==> src/design/pvt_pkg.sv <==
// ----------------------------------------------------------------------------
// pvt_pkg
// Shared types, constants and helpers for the perspective vertex transform.
// ----------------------------------------------------------------------------
package pvt_pkg;

    localparam int VIEWPORT_W   = 1000;
    localparam int SW_W         = $clog2(VIEWPORT_W + 1) + 1;
    localparam int COORD_W      = 32;
    localparam int CFG_W        = 64;
    localparam int NUM_CFG      = 8;
    localparam int CFG_IDX_W    = $clog2(NUM_CFG);
    localparam int FRAC_W       = 16;
    localparam int ONE_Q16      = 65536;
    localparam int CLIP_W       = 49;
    localparam int SAT_IN_W     = 66;
    localparam int DIV_BITS     = 32;
    localparam int DIV_STEP     = 4;
    localparam int DIV_STAGES   = DIV_BITS / DIV_STEP;
    // view (2) + projection (1) + divider (prep, steps, fix-up) + screen (2)
    localparam int LATENCY      = 2 + 1 + (DIV_STAGES + 2) + 2;

    typedef logic signed [COORD_W-1:0] coord_t;
    typedef logic signed [CLIP_W-1:0]  clip_t;

    localparam coord_t COORD_MAX = 32'sh7FFF_FFFF;
    localparam coord_t COORD_MIN = 32'sh8000_0000;

    typedef enum logic [CFG_IDX_W-1:0] {
        CFG_VIEW_ROW0_AB = 3'd0,
        CFG_VIEW_ROW0_CT = 3'd1,
        CFG_VIEW_ROW1_AB = 3'd2,
        CFG_VIEW_ROW1_CT = 3'd3,
        CFG_VIEW_ROW2_AB = 3'd4,
        CFG_VIEW_ROW2_CT = 3'd5,
        CFG_PROJ_XY      = 3'd6,
        CFG_PROJ_DEPTH   = 3'd7
    } cfg_idx_t;

    typedef struct packed {
        coord_t m0;
        coord_t m1;
        coord_t m2;
        coord_t t;
    } view_row_t;

    typedef struct packed {
        coord_t sx;
        coord_t sy;
        coord_t dz;
        coord_t doff;
    } proj_cfg_t;

    // Side information that travels with a division through the divider.
    typedef struct packed {
        logic neg;
        logic zw;
        logic over;
        logic cpos;
        logic cneg;
    } div_flags_t;

    function automatic coord_t sat_coord(input logic signed [SAT_IN_W-1:0] v);
        coord_t res;
        if (v > SAT_IN_W'(COORD_MAX))
            res = COORD_MAX;
        else if (v < SAT_IN_W'(COORD_MIN))
            res = COORD_MIN;
        else
            res = v[COORD_W-1:0];
        return res;
    endfunction

endpackage

==> src/design/pvt_screen.sv <==
// ----------------------------------------------------------------------------
// pvt_screen
// Screen mapping (ndc + 1) * width / 2, floored and saturated, in two stages.
// ----------------------------------------------------------------------------
module pvt_screen (
    input  logic            aclk,
    input  logic            en_i,
    input  pvt_pkg::coord_t ndc_x_i,
    input  pvt_pkg::coord_t ndc_y_i,
    input  pvt_pkg::coord_t ndc_z_i,
    input  logic            zero_i,
    output pvt_pkg::coord_t scr_x_o,
    output pvt_pkg::coord_t scr_y_o,
    output pvt_pkg::coord_t ndc_z_o,
    output logic            zero_o
);
    import pvt_pkg::*;

    localparam int PW = COORD_W + 1 + SW_W;

    logic signed [PW-1:0] px_reg, py_reg;
    coord_t               nz_reg, nz_out_reg, sx_reg, sy_reg;
    logic                 zw_reg, zw_out_reg;

    always_ff @(posedge aclk) begin
        if (en_i) begin
            px_reg     <= (PW'(ndc_x_i) + PW'(ONE_Q16)) * PW'(VIEWPORT_W);
            py_reg     <= (PW'(ndc_y_i) + PW'(ONE_Q16)) * PW'(VIEWPORT_W);
            nz_reg     <= ndc_z_i;
            zw_reg     <= zero_i;
            sx_reg     <= sat_coord(SAT_IN_W'(px_reg >>> 1));
            sy_reg     <= sat_coord(SAT_IN_W'(py_reg >>> 1));
            nz_out_reg <= nz_reg;
            zw_out_reg <= zw_reg;
        end
    end

    assign scr_x_o = sx_reg;
    assign scr_y_o = sy_reg;
    assign ndc_z_o = nz_out_reg;
    assign zero_o  = zw_out_reg;

endmodule

==> config.mk <==
export PLATFORM = sky130hd
export DESIGN_NAME = pvt_screen
export DESIGN_NICKNAME = d
export VERILOG_FILES = /design/src/design/pvt_pkg.sv /design/src/design/pvt_screen.sv
export SDC_FILE = /design/constraint.sdc
export NUM_CORES = 1
export LEC_CHECK = 0
export ABC_AREA = 1
export BUFFER_PORTS_ARGS = -buffer_cell sky130_fd_sc_hd__buf_2
export CAP_MARGIN = 20
export CORE_ASPECT_RATIO = 2
export CORE_MARGIN = 4
export CORE_UTILIZATION = 40
export CTS_BUF_LIST = sky130_fd_sc_hd__clkbuf_4
export DETAILED_ROUTE_END_ITERATION = 8
export PLACE_DENSITY = 0.65
export SLEW_MARGIN = 40
export SYNTH_ARGS = -nofsm -noshare
export SYNTH_HDL_FRONTEND = slang
export SYNTH_SLANG_ARGS = --single-unit
==> constraint.sdc <==
create_clock -name aclk -period 5 [get_ports aclk]
set_clock_uncertainty 0.1 [all_clocks]
set_input_delay 0.75 -clock aclk [delete_from_list [all_inputs] [get_ports aclk]]
set_output_delay 0.75 -clock aclk [all_outputs]
set_load 0.02 [all_outputs]
==> impl_metrics.toml <==
[yosys]
ys.flop_type = "edfxtp_1"
async_reset_ff_frac = 0
yosysWarnings = 0
ys_ff_latch = 210
synth_area_um2 = 21700
seq_area_frac_synth = 0.291
synth.net_count = 3068
synth_area_per_cell_um2 = 8.54
synth.area.top_cells = "edfxtp_1, fa_1, ha_1, inv_1, nand2_1"
synth_edf_count = 210
syn-instance-count = 2535
synth_top_cell_area_share = 0.291
synth_cell_types = 39
yosysTopAreaCell = "edfxtp_1"

[sta]
hold_ws_ns = 0.165
max_slew_margin = 0.606
worstMarginPinSlew_ns = 0.590
slew_violations = 0
final.setup.worst_slack_ns = 0.120
max_freq_mhz = 205
period_needed_ns = 4.88
setup_viol = 0
fin_crit_sh = 0.976
rsz0062_at_grt = "yes"
final_hold_viol_count = 0

[power]
irDropWorstVdd_v = 0.000344
powerDensity_nw_per_um2 = 656
p_total_mw = 17.4
power_leakage_nw = 14.3

[drt]
ant_nets = 0
drt-total-wl_um = 56100
drc = 0
routedWlPerCell_um = 14.8
drt_iter0_drc = 659
avgViaCountPerCell = 4.67
dr.pass1.iters = 5
vias = 17700

[critical_path]
cpMostUsedCell = "inv_1"
critPathCaptureType = "register"
crit_type = "input port to register"
worstSetupStartpoint = "ndc_y_i[17]"
cpPeakStageDelay_ns = 0.53
timing.rr.start = "px_reg[42]"
worst-path-max-fanout = 6
cp-start-kind = "input port"
crit_slowest_cell = "fa_1"
cp.required_ns = 5.33
arrival_ns = 5.21

[die]
die_w_um = 173
die_h_um = 337
fp-row-count = 120
io_pins = 196
start_util = 0.404
fp.coreArea_um2 = 53600
die_area_um2 = 58100

[clocking]
cts_buffer_depth = 3
cts_tree = "yes"
clk_latency_ns = 0.68
cts_num_sinks = 210
cts-root-buf = "clkbuf_4"
h-tree-depth = 2
cts_made_buffers = 48
cts_hold_buf = 0
cts.reportedPaths.clkPinSlew_ns = 0.07

[final_layout]
register_area_um2 = 6310
area_growth_syn_to_layout_pct = 22.8
final_cell_mix = "inv_1, nand2_1, buf_4, fa_1, edfxtp_1"
nFillCells = 5109
fin_cells = 3779
multi_input_area_um2 = 13000
fin_nets = 3605
layout_commonest_cell = "inv_1"
drive_gt1_frac = 0.219

[place]
gp_congestion = 0.949
pre_cts_slack_ns = -0.749
hpwl_um = 48700
io_buffers = 195
post-place-cells = 3692

[status]
status = "complete, no violations"

[global_route]
grt_pass1_vias = 19300
grt_antenna_before_repair = 7
grt.total_usage = 0.196
grt-ovfl-total = 0
grt_max_degree = 116
grt_pass1_wl_um = 91900

[job]
maxCapViolations = 0

[min_path]
hp-start = "ndc_z_i[24]"
min_path_type = "input port to register"
-- synth_stat cells (all sizes together), types with 2 or more instances --
library cell  count
a21o              2
a21oi            62
a31oi             7
buf               6
clkbuf           10
edfxtp          210
fa              226
ha              208
inv             683
nand2           646
nand2b            2
nand3            92
nand4            19
nor2            160
nor3             32
nor4              2
o21a             60
o21ai            28
o21bai            7
o31ai             2
xnor2            11
xor2             56
-- critical path, delay by kind of cell --
family,cells,cell delay [ns]
xor gates and xnor gates,1,0.20
adders and majority gates,5,2.06
buffers and inverters,11,1.07
and+or+nand+nor,10,1.14
-- worst paths after layout --
check | end | cells past startpoint | slack [ns]
max | py_reg[39] | 27 | 0.12
min | nz_reg[24] | 1 | 0.16
max reg2reg | scr_x_o[29] | 6 | 3.20
min reg2reg | ndc_z_o[0] | 0 | 0.31
-- per-stage QoR --
stage                TNS [ns]  utilization  instance area [um^2]
finish                      0        0.496                 26600
global route           -0.130        0.496                 26600
CTS                         0        0.494                 26500
detailed placement     -19.11        0.483                 25900
global placement       -17.15        0.482                 25900
floorplan           -0.000953            -                 21800
-- per-layer routing --
| metal | up-vias | routed length [um] | GRT usage |
|---|---|---|---|
| li1 | 8818 | - | - |
| met1 | 8288 | 18700 | 0.178 |
| met2 | 403 | 31500 | 0.402 |
| met3 | 148 | 2470 | 0.0331 |
| met4 | 4 | 3370 | 0.106 |
| met5 | - | 25 | 0 |
-- report_power, final --
part           switching, mW  internal [mW]  leakage, nW  total (mW)
clock network          0.663          0.634        0.345        1.30
logic                   7.89           5.18         11.9        13.1
registers              0.177           2.90         2.07        3.08
total                   8.73           8.72         14.3        17.4
-- repair_timing --
item | 4_1_cts | 5_1_grt
endpoints found under the hold margin | 0 | 0
setup endpoints to repair | 0 | 21
gates resized for setup | 0 | 34
setup buffers | 0 | 1
-- cell families (layout without fill, tap and decap cells) --
| group | Yosys count | in the layout | share of synthesized area |
|---|---|---|---|
| DFF | 210 | 210 | 0.291 |
| buffers and inverters | 700 | 1268 | 0.122 |
| xor gates and xnor gates | 67 | 67 | 0.0287 |
| other | 0 | 5 | 0 |
| adders and majority gates | 434 | 434 | 0.329 |
| and+or+nand+nor | 956 | 956 | 0.181 |
| AOI/OAI and AO/OA | 168 | 168 | 0.0476 |
-- cell type report --
cell class	count	area share
Sequential cell	210	0.237
Tap cell	671	0.0316
Timing Repair Buffer	503	0.125
Clock inverter	12	0.00212
Antenna cell	5	0.000470
Inverter	684	0.0966
Clock buffer	69	0.0195
Multi-Input combinational cell	1625	0.488
No activity file was read; power rests on OpenSTA's default activity.
