**src/design/pvt_pkg.sv**
```systemverilog
// ----------------------------------------------------------------------------
// pvt_pkg
// Shared types, constants and helpers for the perspective vertex transform.
// ----------------------------------------------------------------------------
package pvt_pkg;

    localparam int VIEWPORT_W   = 1000;
    localparam int SW_W         = $clog2(VIEWPORT_W + 1) + 1;
    localparam int COORD_W      = 32;
    localparam int CFG_W        = 64;
    localparam int NUM_CFG      = 8;
    localparam int CFG_IDX_W    = $clog2(NUM_CFG);
    localparam int FRAC_W       = 16;
    localparam int ONE_Q16      = 65536;
    localparam int CLIP_W       = 49;
    localparam int SAT_IN_W     = 66;
    localparam int DIV_BITS     = 32;
    localparam int DIV_STEP     = 4;
    localparam int DIV_STAGES   = DIV_BITS / DIV_STEP;
    // view (2) + projection (1) + divider (prep, steps, fix-up) + screen (2)
    localparam int LATENCY      = 2 + 1 + (DIV_STAGES + 2) + 2;

    typedef logic signed [COORD_W-1:0] coord_t;
    typedef logic signed [CLIP_W-1:0]  clip_t;

    localparam coord_t COORD_MAX = 32'sh7FFF_FFFF;
    localparam coord_t COORD_MIN = 32'sh8000_0000;

    typedef enum logic [CFG_IDX_W-1:0] {
        CFG_VIEW_ROW0_AB = 3'd0,
        CFG_VIEW_ROW0_CT = 3'd1,
        CFG_VIEW_ROW1_AB = 3'd2,
        CFG_VIEW_ROW1_CT = 3'd3,
        CFG_VIEW_ROW2_AB = 3'd4,
        CFG_VIEW_ROW2_CT = 3'd5,
        CFG_PROJ_XY      = 3'd6,
        CFG_PROJ_DEPTH   = 3'd7
    } cfg_idx_t;

    typedef struct packed {
        coord_t m0;
        coord_t m1;
        coord_t m2;
        coord_t t;
    } view_row_t;

    typedef struct packed {
        coord_t sx;
        coord_t sy;
        coord_t dz;
        coord_t doff;
    } proj_cfg_t;

    // Side information that travels with a division through the divider.
    typedef struct packed {
        logic neg;
        logic zw;
        logic over;
        logic cpos;
        logic cneg;
    } div_flags_t;

    function automatic coord_t sat_coord(input logic signed [SAT_IN_W-1:0] v);
        coord_t res;
        if (v > SAT_IN_W'(COORD_MAX))
            res = COORD_MAX;
        else if (v < SAT_IN_W'(COORD_MIN))
            res = COORD_MIN;
        else
            res = v[COORD_W-1:0];
        return res;
    endfunction

endpackage

```
**src/design/pvt_div.sv**
```systemverilog
// ----------------------------------------------------------------------------
// pvt_div
// Pipelined restoring divider: ndc = clip * 2^16 / w, truncated, saturated.
// ----------------------------------------------------------------------------
module pvt_div (
    input  logic            aclk,
    input  logic            en_i,
    input  pvt_pkg::clip_t  clip_i,
    input  pvt_pkg::coord_t w_i,
    output pvt_pkg::coord_t ndc_o,
    output logic            zero_o
);
    import pvt_pkg::*;

    logic [DIV_BITS-1:0] r_reg    [DIV_STAGES+1];
    logic [DIV_BITS-1:0] low_reg  [DIV_STAGES+1];
    logic [DIV_BITS-1:0] q_reg    [DIV_STAGES+1];
    logic [COORD_W-1:0]  den_reg  [DIV_STAGES+1];
    div_flags_t          flag_reg [DIV_STAGES+1];
    coord_t              ndc_reg;
    logic                zero_reg;

    // Prep: magnitudes, signs, and the overflow check (quotient >= 2^32).
    always_ff @(posedge aclk) begin
        logic [CLIP_W-1:0]  mag;
        logic [COORD_W-1:0] den;
        mag = clip_i[CLIP_W-1] ? CLIP_W'(-clip_i) : CLIP_W'(clip_i);
        den = w_i[COORD_W-1] ? COORD_W'(-w_i) : COORD_W'(w_i);
        if (en_i) begin
            r_reg[0]         <= mag[CLIP_W-2:FRAC_W];
            low_reg[0]       <= {mag[FRAC_W-1:0], {FRAC_W{1'b0}}};
            q_reg[0]         <= '0;
            den_reg[0]       <= den;
            flag_reg[0].neg  <= clip_i[CLIP_W-1] ^ w_i[COORD_W-1];
            flag_reg[0].zw   <= (w_i == '0);
            flag_reg[0].over <= ({1'b0, mag[CLIP_W-1:FRAC_W]} >= {2'b00, den});
            flag_reg[0].cpos <= !clip_i[CLIP_W-1] && (clip_i != '0);
            flag_reg[0].cneg <= clip_i[CLIP_W-1];
        end
    end

    for (genvar k = 0; k < DIV_STAGES; k++) begin : g_step
        logic [DIV_BITS-1:0] r_next, low_next, q_next;

        always_comb begin
            logic [DIV_BITS:0] trial;
            r_next   = r_reg[k];
            low_next = low_reg[k];
            q_next   = q_reg[k];
            for (int j = 0; j < DIV_STEP; j++) begin
                trial    = {r_next, low_next[DIV_BITS-1]};
                low_next = {low_next[DIV_BITS-2:0], 1'b0};
                if (trial >= {1'b0, den_reg[k]}) begin
                    trial  = trial - {1'b0, den_reg[k]};
                    q_next = {q_next[DIV_BITS-2:0], 1'b1};
                end else begin
                    q_next = {q_next[DIV_BITS-2:0], 1'b0};
                end
                r_next = trial[DIV_BITS-1:0];
            end
        end

        always_ff @(posedge aclk) begin
            if (en_i) begin
                r_reg[k+1]    <= r_next;
                low_reg[k+1]  <= low_next;
                q_reg[k+1]    <= q_next;
                den_reg[k+1]  <= den_reg[k];
                flag_reg[k+1] <= flag_reg[k];
            end
        end
    end

    // Fix-up: apply sign, saturate, handle zero w.
    always_ff @(posedge aclk) begin
        logic [DIV_BITS-1:0] q;
        div_flags_t          f;
        q = q_reg[DIV_STAGES];
        f = flag_reg[DIV_STAGES];
        if (en_i) begin
            zero_reg <= f.zw;
            if (f.zw)
                ndc_reg <= f.cpos ? COORD_MAX : (f.cneg ? COORD_MIN : '0);
            else if (f.over)
                ndc_reg <= f.neg ? COORD_MIN : COORD_MAX;
            else if (f.neg)
                ndc_reg <= (q > DIV_BITS'(COORD_MIN)) ? COORD_MIN : coord_t'(-q);
            else
                ndc_reg <= (q > DIV_BITS'(COORD_MAX)) ? COORD_MAX : coord_t'(q);
        end
    end

    assign ndc_o  = ndc_reg;
    assign zero_o = zero_reg;

endmodule

```
**config.mk**
```make
export PLATFORM = sky130hd
export DESIGN_NAME = pvt_div
export DESIGN_NICKNAME = d
export VERILOG_FILES = /design/src/design/pvt_pkg.sv /design/src/design/pvt_div.sv
export SDC_FILE = /design/constraint.sdc
export NUM_CORES = 2
export LEC_CHECK = 0
export BUFFER_PORTS_ARGS = -buffer_cell sky130_fd_sc_hd__buf_4
export CORE_MARGIN = 2
export CORE_UTILIZATION = 40
export CTS_CLUSTER_DIAMETER = 60
export DETAILED_ROUTE_END_ITERATION = 7
export GPL_TIMING_DRIVEN = 0
export SYNTH_ARGS = -nofsm -noshare
export SYNTH_HDL_FRONTEND = slang
export SYNTH_SLANG_ARGS = --single-unit
export TNS_END_PERCENT = 50
```
**constraint.sdc**
```tcl
create_clock -name aclk -period 18.21 [get_ports aclk]
set_input_delay 0.9105 -clock aclk [delete_from_list [all_inputs] [get_ports aclk]]
set_output_delay 0.9105 -clock aclk [all_outputs]
set_load 0.05 [all_outputs]
```
==> flow_summary_export.csv <==
group,metric,value,unit
drt,avgViaCountPerCell,5.98,
clock_tree,hold_buffers,0,
timing,slew_viol_final,0,
global_routing,grt_use_met3,0.0308,
synthesis,dominantRegCellSynth,"edfxtp_1",
synthesis,syn_area_per_cell,8.83,um2
clock_tree,h-tree-depth,3,
global_routing,groute.usage.overall,0.261,
drt,dr.pass1.iters,8,
final_layout,areaGrowthSynthToFinish,9.19,%
final_layout,final_common_cell,"ha_1",
global_routing,grt_pass1_vias,75100,
final_layout,final_cell_mix,"ha_1 (1047), a21oi_1 (911), edfxtp_1 (774), o21ai_0 (681), nor2_1 (673)",
timing,fin_crit,17.53,ns
setup_path,r2r-start,"den_reg[0][33]$_DFFE_PP_",
drt,ant_nets,0,
setup_path,cp_top_family,"compound AO/OA/AOI/OAI gates",
setup_path,cp_max_fo,19,
setup_path,max_stage_delay,0.67,ns
clock_tree,numCtsBuffers,100,
die,rows,172,
clock_tree,cts_setup_buffers,0,
clock_tree,cts_root_buf,"clkbuf_16",
drt,vias,78700,
place,gp_congestion,0.982,
setup_path,crit_arrival,17.96,ns
setup_path,end_kind,"flip-flop",
setup_path,regToRegSetupSlack,0.68,ns
global_routing,use_met2,0.420,
setup_path,cp.required,18.64,ns
die,fp.coreArea,0.219,mm2
die,die_area,0.224,mm2
timing,fmax,57.0,MHz
min_path,worstHoldPathCells,1,
run,max_cap_viol_count,0,
global_routing,grt_max_degree,122,
setup_path,regToRegEndpoint,"r_reg[0][69]$_DFFE_PP_",
synthesis,syn-cell-area,0.0880,mm2
die,top_level_ports,116,
synthesis,synth_cells,9973,
timing,setup_tns,0,ns
synthesis,synth_nets,11100,
setup_path,start_kind,"flip-flop",
synthesis,synth_edf_count,774,
timing,setup_ws,0.677,ns
synthesis,async_reset_ff_frac,0,
clock_tree,cts.repair.resized,1,
synthesis,ys_types,109,
status,outcome,"complete, no violations",
die,initial_core_util,0.401,
timing,slew_headroom,0.101,
setup_path,critPathKind,"flip-flop to flip-flop",
drt,drt_wl_total,303,mm
synthesis,synth_seq_cells,774,
place,post-place-ws,-0.344,ns
setup_path,crit_top_cell,"a21oi_1",
global_routing,antenna_found_initial,21,
min_path,min_from,"clip_i[48]",
min_path,whs_endpoint,"flag_reg[0][0]$_DFFE_PP_",
clock_tree,cts_buffer_depth,3,
clock_tree,path_clk_slew,0.06,ns
synthesis,ys.warnings.count,0,
drt,drc,0,
setup_path,cpMaxStageDelayCell,"edfxtp_1",
setup_path,reg2reg_depth,53,
global_routing,use_met1,0.356,
drt,first_iter_violations,6922,
global_routing,grt_overflow_total,0,
timing,grt_setup_unrepaired,"no",
place,dp_hpwl,252,mm
min_path,min_path_type,"primary input to flip-flop",
synthesis,ys_seq_area_frac,0.264,
drt,wl_per_cell,23.0,um
timing,setup_viol,0,
global_routing,grt_pass1_wl,454,mm
place,port-buffer-count,114,
timing,fin_crit_sh,0.963,
die,die_h,473,um
global_routing,top_usage_layer,"met2",
die,die_w,473,um
clock_tree,clock-sinks,774,
final_layout,final_nets,11300,
clock_tree,cts_tree,"built",
clock_tree,clock_latency,0.76,ns
setup_path,cp_num_buf_inv,9,
timing,finClkSkew,0.0545,ns
timing,worst_pin_slew,1.34,ns
final_layout,final_layout_size_suffix_gt1_frac,0.0950,
timing,finalHoldViolCount,0,
[stage by stage]
stage | cells | hold WS, ns | cell area (um2) | utilization
after floorplan | 9973 | 0.400 | 88000 | -
after global placement | 13000 | 0.401 | 92500 | 0.422
after detailed placement | 13000 | 0.405 | 92700 | 0.423
after CTS | 13100 | 0.314 | 96100 | 0.438
after global routing | 13100 | 0.339 | 96100 | 0.438
final | 13100 | 0.373 | 96100 | 0.438
[cells in the mapped netlist, types with 84 or more instances]
cell      count  area (um2)
a211oi_1     84         631
a21o_1      418        3140
a21oi_1     911        4560
a31oi_1     105         657
and3_1       97         607
clkbuf_1    113         424
edfxtp_1    774       23200
ha_1       1047       13100
inv_1       648        2430
mux2_2      467        5260
mux2i_1      91         911
nand2_1     650        2440
nand2b_1    141         882
nand3_1     190         951
nand4_1     143         895
nor2_1      674        2530
nor2b_1      94         588
nor3_1      181         906
o21a_1      154        1160
o21ai_0     682        3410
o21bai_1    154        1160
xnor2_1     619        5420
xor2_1      295        2580
[cell families after synthesis]
kind of cell    share of synthesized area
buf+inv                            0.0392
simple gates                        0.140
compound gates                      0.234
fa+ha+maj                           0.153
xor+xnor                           0.0909
flops                               0.264
mux                                0.0783
[metal layers]
metal | up-vias | share of wire
li1 | 37900 | -
met1 | 37900 | 0.45
met2 | 2458 | 0.45
met3 | 473 | 0.057
met4 | 12 | 0.044
met5 | - | 0.00023
[worst max path at each step]
stage | start | to | slack [ns] | cells past startpoint
floorplan | den_reg[0][33]$_DFFE_PP_ | r_reg[0][92]$_DFFE_PP_ | 6.21 | 55
global route | den_reg[0][33]$_DFFE_PP_ | r_reg[0][69]$_DFFE_PP_ | 0.13 | 53
detailed placement | den_reg[0][33]$_DFFE_PP_ | r_reg[0][69]$_DFFE_PP_ | -0.34 | 54
finish | den_reg[0][33]$_DFFE_PP_ | r_reg[0][69]$_DFFE_PP_ | 0.68 | 53
global placement | den_reg[0][33]$_DFFE_PP_ | r_reg[0][69]$_DFFE_PP_ | -0.37 | 55
CTS | den_reg[0][33]$_DFFE_PP_ | r_reg[0][69]$_DFFE_PP_ | 0.28 | 52
[final cells by class]
cell class	count	area [um2]
inverters	659	2480
diodes	3	7.51
fillers	21400	123000
clock buffers	111	2540
plain buffers	219	972
clock inverters	71	908
repair buffers	120	1030
well taps	2871	3590
multi-input cells	8320	61400
flip-flops and latches	774	23200
Power is not shown: default switching activity piles up to over one toggle a cycle in this logic, so the estimate is an artifact.
